[src/hw/rtl/fn_pkg.sv]
`timescale 1ns / 1ps
// ----------------------------------------------------------------------------
// Feature normalizer package
// Shared constants, register and mode codes, and the front-to-back control
// word of the feature normalizer.
// ----------------------------------------------------------------------------
package fn_pkg;

  localparam int FRAC_BITS_DEF    = 16;
  localparam int SAMPLE_WIDTH_DEF = 32;
  localparam int QUEUE_DEPTH_DEF  = 4;

  localparam int ZCAP_INT  = 24;
  localparam int ZCAP_BITS = 5;

  localparam logic [30:0] LOG2E_Q = 31'd1549082005;
  localparam logic [29:0] LN2_Q   = 30'd744261118;

  localparam int TAYLOR_TERMS = 12;
  localparam int RECIP_SHIFT  = 34;
  localparam int RECIP_W      = 35;

  typedef logic [RECIP_W-1:0] recip_t;

  localparam recip_t RECIP [1:TAYLOR_TERMS] = '{
    35'(64'd17179869184 / 64'd1),
    35'(64'd17179869184 / 64'd2),
    35'(64'd17179869184 / 64'd3),
    35'(64'd17179869184 / 64'd4),
    35'(64'd17179869184 / 64'd5),
    35'(64'd17179869184 / 64'd6),
    35'(64'd17179869184 / 64'd7),
    35'(64'd17179869184 / 64'd8),
    35'(64'd17179869184 / 64'd9),
    35'(64'd17179869184 / 64'd10),
    35'(64'd17179869184 / 64'd11),
    35'(64'd17179869184 / 64'd12)
  };

  typedef enum logic [2:0] {
    REG_MODE   = 3'd0,
    REG_LOW    = 3'd1,
    REG_HIGH   = 3'd2,
    REG_CENTER = 3'd3,
    REG_SPREAD = 3'd4
  } cfg_reg_e;

  typedef enum logic [1:0] {
    MODE_LINEAR   = 2'd0,
    MODE_SIGMOID  = 2'd1,
    MODE_DOUBLE   = 2'd2,
    MODE_STANDARD = 2'd3
  } norm_mode_e;

  typedef struct packed {
    logic sigm;
    logic neg;
    logic den_zero;
    logic num_zero;
    logic num_neg;
  } norm_ctrl_t;

endpackage

[src/hw/rtl/fn_fifo.sv]
`timescale 1ns / 1ps
// ----------------------------------------------------------------------------
// Feature normalizer queue
// Short first-in first-out queue between the front and back ends.
// ----------------------------------------------------------------------------
module fn_fifo #(
  parameter int DATA_W = 8,
  parameter int DEPTH  = fn_pkg::QUEUE_DEPTH_DEF
) (
  input  logic              clk,
  input  logic              rst,
  input  logic              push,
  input  logic [DATA_W-1:0] din,
  output logic              full,
  input  logic              pop,
  output logic [DATA_W-1:0] dout,
  output logic              empty
);
  localparam int AW = (DEPTH > 1) ? $clog2(DEPTH) : 1;
  localparam int CW = $clog2(DEPTH + 1);

  logic [DATA_W-1:0] mem [DEPTH];
  logic [AW-1:0]     wptr, rptr;
  logic [CW-1:0]     count;
  logic              do_push, do_pop;

  assign full    = (count == CW'(DEPTH));
  assign empty   = (count == '0);
  assign do_push = push && !full;
  assign do_pop  = pop && !empty;
  assign dout    = mem[rptr];

  always_ff @(posedge clk) begin
    if (do_push) begin
      mem[wptr] <= din;
    end
  end

  always_ff @(posedge clk) begin
    if (rst) begin
      wptr  <= '0;
      rptr  <= '0;
      count <= '0;
    end else begin
      if (do_push) begin
        wptr <= (wptr == AW'(DEPTH - 1)) ? '0 : wptr + 1'b1;
      end
      if (do_pop) begin
        rptr <= (rptr == AW'(DEPTH - 1)) ? '0 : rptr + 1'b1;
      end
      unique case ({do_push, do_pop})
        2'b10:   count <= count + 1'b1;
        2'b01:   count <= count - 1'b1;
        default: count <= count;
      endcase
    end
  end

endmodule

[config.mk]
export PLATFORM = sky130hd
export DESIGN_NAME = fn_fifo
export DESIGN_NICKNAME = d
export VERILOG_FILES = /design/src/hw/rtl/fn_pkg.sv /design/src/hw/rtl/fn_fifo.sv
export SDC_FILE = /design/constraint.sdc
export NUM_CORES = 1
export LEC_CHECK = 0
export BUFFER_PORTS_ARGS = -buffer_cell sky130_fd_sc_hd__buf_2
export CAP_MARGIN = 20
export CORE_MARGIN = 3
export CORE_UTILIZATION = 50
export CTS_CLUSTER_DIAMETER = 60
export CTS_CLUSTER_SIZE = 40
export DETAILED_ROUTE_END_ITERATION = 12
export HOLD_SLACK_MARGIN = 0.02
export PLACE_DENSITY = 0.8
export SLEW_MARGIN = 5
export SYNTH_ARGS = -nofsm -noshare
export SYNTH_HDL_FRONTEND = slang
export SYNTH_SLANG_ARGS = --single-unit
[constraint.sdc]
create_clock -name clk -period 2.4 [get_ports clk]
set_clock_uncertainty 0.2 [all_clocks]
set_input_delay 0.12 -clock clk [delete_from_list [all_inputs] [get_ports clk]]
set_output_delay 0.12 -clock clk [all_outputs]
set_load 0.005 [all_outputs]
### Word-level counts from Yosys, hierarchy flattened

Memory sizes are Yosys's and may differ from the RTL's. A register that Yosys moved wholly into a read port is not among the register bits.
Index checks and enable logic that the tools add are counted.

* register bits after elaboration: 7
* latch bits: 0
* memory bits (writable): 32
* bits in read-only memories: 0
* bits of input ports: 12
* output and inout bits: 10
* logic and storage cells: 26
* memories kept: 1

Memory list
* mem: words 4, width 8, read ports 1, clocked after Yosys merged registers in 1, wr ports 1, line fn_fifo.sv:22 `logic [DATA_W-1:0] mem [DEPTH];`

* add/subtract/negate cells: 4
* $mul: 0
* div/mod/pow operators: 0
* order comparisons: 0
* equality and inequality tests: 5
* shift-type cells: 0
* mux-type cells: 7
* bitwise logic cells: 0
* reduce and logical (&&, ||, !) cells: 6

Operators with widths (number)
* two-way mux 2 bit: 4
* == test 2 bit, second input constant: 3
* one-hot mux 3 bit (2 select lines): 1
* adder 2 x 1 -> 2 bit, second input constant: 2
* adder 3 x 1 -> 3 bit, second input constant: 1
* == test 3 bit, second input constant: 1
* zero test 3 bit: 1
* subtractor 3 x 1 -> 3 bit, second input constant: 1
* == test 2 x 1 -> 1 bit, second input constant: 1
* logical AND 1 bit: 2
* zero test 1 bit: 2
* two-way mux 1 bit: 2
* nonzero test 2 bit: 1

### Depth between registers and ports, before layout

* depth in word-level cells: 5
* depth in mapped cells: 10
* gate-level depth less buffers: 9

### Worst setup path before layout

No wires, ideal clock.

* kind: register -> register
* from: register count[2]
* to: register count[2]
* library setup time: 70 ps
* data arrival time: 2280 ps
* data required time: 2130 ps
* path slack: -150 ps
* cell stages (with the launch flop): 11
* buffers on the path: 1
* period minus slack after synthesis: 2550 ps
* cells stage by stage: dfxtp_1 -> or3b_1 -> buf_6 -> and2_4 -> inv_1 -> ha_1 -> inv_1 -> fa_1 -> xor2_1 -> or3_2 -> a21oi_1

* cells in the longest elaborated chain, start to end: 5
* elaborated cells between the ends (all ways): 12
* those cells by class: 2 x add/sub; 3 x eq/ne; 1 x mux; 6 x reduce/logical

RTL lines
* from (decl): line fn_fifo.sv:24 `logic [CW-1:0] count;`
* from (signal assigned): line fn_fifo.sv:52 `2'b10: count <= count + 1'b1;`
* from (signal assigned): line fn_fifo.sv:53 `2'b01: count <= count - 1'b1;`
* from (signal assigned): line fn_fifo.sv:54 `default: count <= count;`
* == test 3 bit / zero test 3 bit (equally long branches): line fn_fifo.sv:27, fn_fifo.sv:28
* zero test 1 bit, on equally long branches: line fn_fifo.sv:29, fn_fifo.sv:30
* logical AND 1 bit, on equally long branches: line fn_fifo.sv:29, fn_fifo.sv:30
* == test 2 x 1 -> 1 bit / == test 2 bit (equally long branches): line fn_fifo.sv:51 `unique case ({do_push, do_pop})`
* one-hot mux 3 bit (2 select lines) / nonzero test 2 bit (equally long branches)

Parallel ways exist; a longest one is shown, timed or not.
A chain may end at the register's enable or synchronous reset.

### Worst setup path in the final report

Ends and elaborated chain as after synthesis.

==> reports/metrics.cfg <==
[clock_network]
cts.sinks = 41
cts_buffers = 5
path_clk_slew_ps = 120
cts_tree = built
root_buffer = clkbuf_4
cts.path.max_buffers = 2
h-tree-depth = 2
insertion_delay_ps = 340

[die]
core_area_um2 = 3100
die_w_um = 63.4
fp.dieH_um = 63.4
rows = 20
num_io_pins = 22
die_area_um2 = 4020
start_util_pct = 53.1

[min_path]
hp-class = input pin to register
hold_start = pop
min_path_cells = 5

[final_layout]
drive_above_1_share_pct = 41.6
fillers = 235
n_antenna_cell = 0
stdcell_count = 181
area_growth_syn_to_layout_pct = 24.4
nets = 155
stdcell_area_um2 = 2050

[timing]
fmax_mhz = 416
setup_viol = 1
worstMarginPinSlew_ps = 550
fin_crit_sh_pct = 100
slew_headroom_pct = 63.3
rsz0062_at_grt = true
final.setup.worst_slack_ps = -6.70
finalMaxSlewViolations = 0
hold_viol = 0
whs_ps = 70.9
fin_crit_ps = 2410

[grt]
grt_pass1_wl_um = 4710
grt_max_degree = 14
grt_use_total_pct = 16.0
antenna_found_initial = 0
first_global_vias = 989
gr-total-overflow = 0

[critical_path]
cp-start-kind = register
reg2reg_slack_ps = -7
r2r_start = count[2]$_SDFFE_PP0P_
r2r_cells = 9
critPathRequiredTime_ps = 2480
timing.rr.end = count[2]$_SDFFE_PP0P_
critPathCaptureType = register
path_max_fanout = 4
cp_data_arrival_time_ps = 2490
crit_type = register to register

[power]
p_per_area_nw_per_um2 = 941
power.leakage_nw = 0.772
fin_total_pwr_w = 0.00193
peakVddDrop_mv = 0.470

[place]
detailed_place_hpwl_um = 1800
portBuffers = 21
placedCellCount = 159
place_congestion = 0.812
place_area_um2 = 1820

[outcome]
status = finished, violations left
violations = setup timing

[synth]
yosys.area_share.simple_pct = 5.92
synthCells = 96
synthMuxAreaShare_pct = 11.5
avgSynthCellArea_um2 = 17.2
synth_area_um2 = 1650
synth_top_family_by_area = multiplexers
synth_top_area_share_pct = 58.3
synth_compound_area_share_pct = 3.19
synth_xor_area_share_pct = 1.06
syn_nets = 115
yosys_warnings = 0
synthDistinctLibCells = 27
synthAdderAreaFrac_pct = 5.77
synth.top_cells.by_area = edfxtp_1 (58%), dfxtp_1 (11%), mux4_2 (11%)
synth_seq_area_share_pct = 69.2
ys_ff_latch = 41
synth_area_leader_cell = edfxtp_1

[route]
via_per_inst = 5.09
wl_per_cell_um = 15.3
drcViolationCount = 0
route.vias.total = 921
wirelength_um = 2770
ant_nets = 0
dr.pass1.iters = 5
detail_route.iter0.violations = 45

[job]
maxCapViolCount = 0

==> synthesized netlist by cell type <==
cell,count
buf_6,1
o31ai_1,1
and3_1,2
edfxtp_1,32
buf_1,1
dfxtp_1,9
buf_2,1
inv_1,8
nand3_1,2
mux2i_1,1
a21o_1,1
o21ai_0,1
clkbuf_1,1
nand2_1,1
or3b_1,1
fa_1,1
and3_2,2
a21oi_1,4
o31ai_2,1
and2_4,1
nor3_1,2
ha_1,6
or3_2,1
xor2_1,2
or3_1,1
nor2_1,4
mux4_2,8
==> state kept, by name (all words and copies together) (netlist names), named ones only <==
register  cells
rptr          2
count         3
mem          32
wptr          2
==> worst max path at each step <==
| stage | startpoint | end | slack [ps] |
|---|---|---|---|
| floorplan | count[0]$_SDFFE_PP0P_ | count[2]$_SDFFE_PP0P_ | 30 |
| global placement | count[0]$_SDFFE_PP0P_ | count[2]$_SDFFE_PP0P_ | 110 |
| detailed placement | count[0]$_SDFFE_PP0P_ | count[2]$_SDFFE_PP0P_ | 50 |
| CTS | count[0]$_SDFFE_PP0P_ | count[2]$_SDFFE_PP0P_ | 30 |
| global route | count[2]$_SDFFE_PP0P_ | count[2]$_SDFFE_PP0P_ | -70 |
| finish | count[2]$_SDFFE_PP0P_ | count[2]$_SDFFE_PP0P_ | -7 |
==> placed cells by master (no fill, tap or decap), drive strengths merged <==
cell type,count
clkbuf,5
or3,2
mux2i,1
xor2,2
fa,1
a21oi,4
buf,27
o21ai,1
o31ai,2
nor2,4
clkinv,1
or3b,1
edfxtp,32
dlygate4sd3,10
and2,1
clkinvlp,1
inv,8
bufinv,1
a21o,1
nor3,2
mux4,8
nand2,1
ha,6
and3,4
dfxtp,9
nand3,2
==> logic make-up (layout without fill, tap and decap cells) <==
family / Yosys count / count (layout)
simple gates: 17 / 17
xor+xnor: 2 / 2
mux: 9 / 9
fa+ha+maj: 7 / 7
buf+inv: 12 / 53
flops: 41 / 41
compound gates: 8 / 8
==> worst max-delay path, cell delays in order (launching register included) <==
cell and delay (ps):
dfxtp_4 380, or3b_4 380, and2_4 150, inv_2 60
ha_4 150, inv_2 40, fa_2 360, xor2_2 160
or3_4 330, a21oi_2 130
==> per-layer routing <==
| layer | wire, um | share of wire, % | GRT usage, % |
|---|---|---|---|
| met1 | 1140 | 41 | 18.8 |
| met2 | 1480 | 53 | 26.5 |
| met3 | 110 | 4.0 | 4.99 |
| met4 | 40 | 1.4 | 8.09 |
| met5 | 0 | 0 | 0 |
==> through the flow <==
| stage | setup slack [ps] | setup TNS, ps | utilization (%) |
|---|---|---|---|
| after floorplan | 25.1 | 0 | - |
| after detailed placement | 54.0 | 0 | 58.7 |
| final | -6.70 | -6.70 | 66.0 |
| after global routing | -69.2 | -69.2 | 66.0 |
| after global placement | 113 | 0 | 58.7 |
| after CTS | 26.4 | 0 | 64.4 |
==> report_power, final <==
part | switching, W | leakage, nW | internal, W
logic | 0.000239 | 0.364 | 0.000308
registers | 0.0000781 | 0.369 | 0.000871
clock network | 0.000217 | 0.0389 | 0.000216
==> repair_timing <==
item,CTS,global route
setup buffers,0,4
hold endpoints to repair,41,0
gates resized for setup,0,6
setup endpoints to repair,0,1
hold buffers,10,0
==> final cells by class <==
type,instances,area [um2],area share [%]
Clock buffer,5,37.5,1.83
Clock inverter,3,41.3,2.01
Inverter,8,30.0,1.47
Multi-Input combinational cell,43,485,23.7
Sequential cell,41,1150,56.1
Tap cell,44,55.1,2.69
Timing Repair Buffer,37,250,12.2
Note: power is estimated with default switching activity, not from simulation.
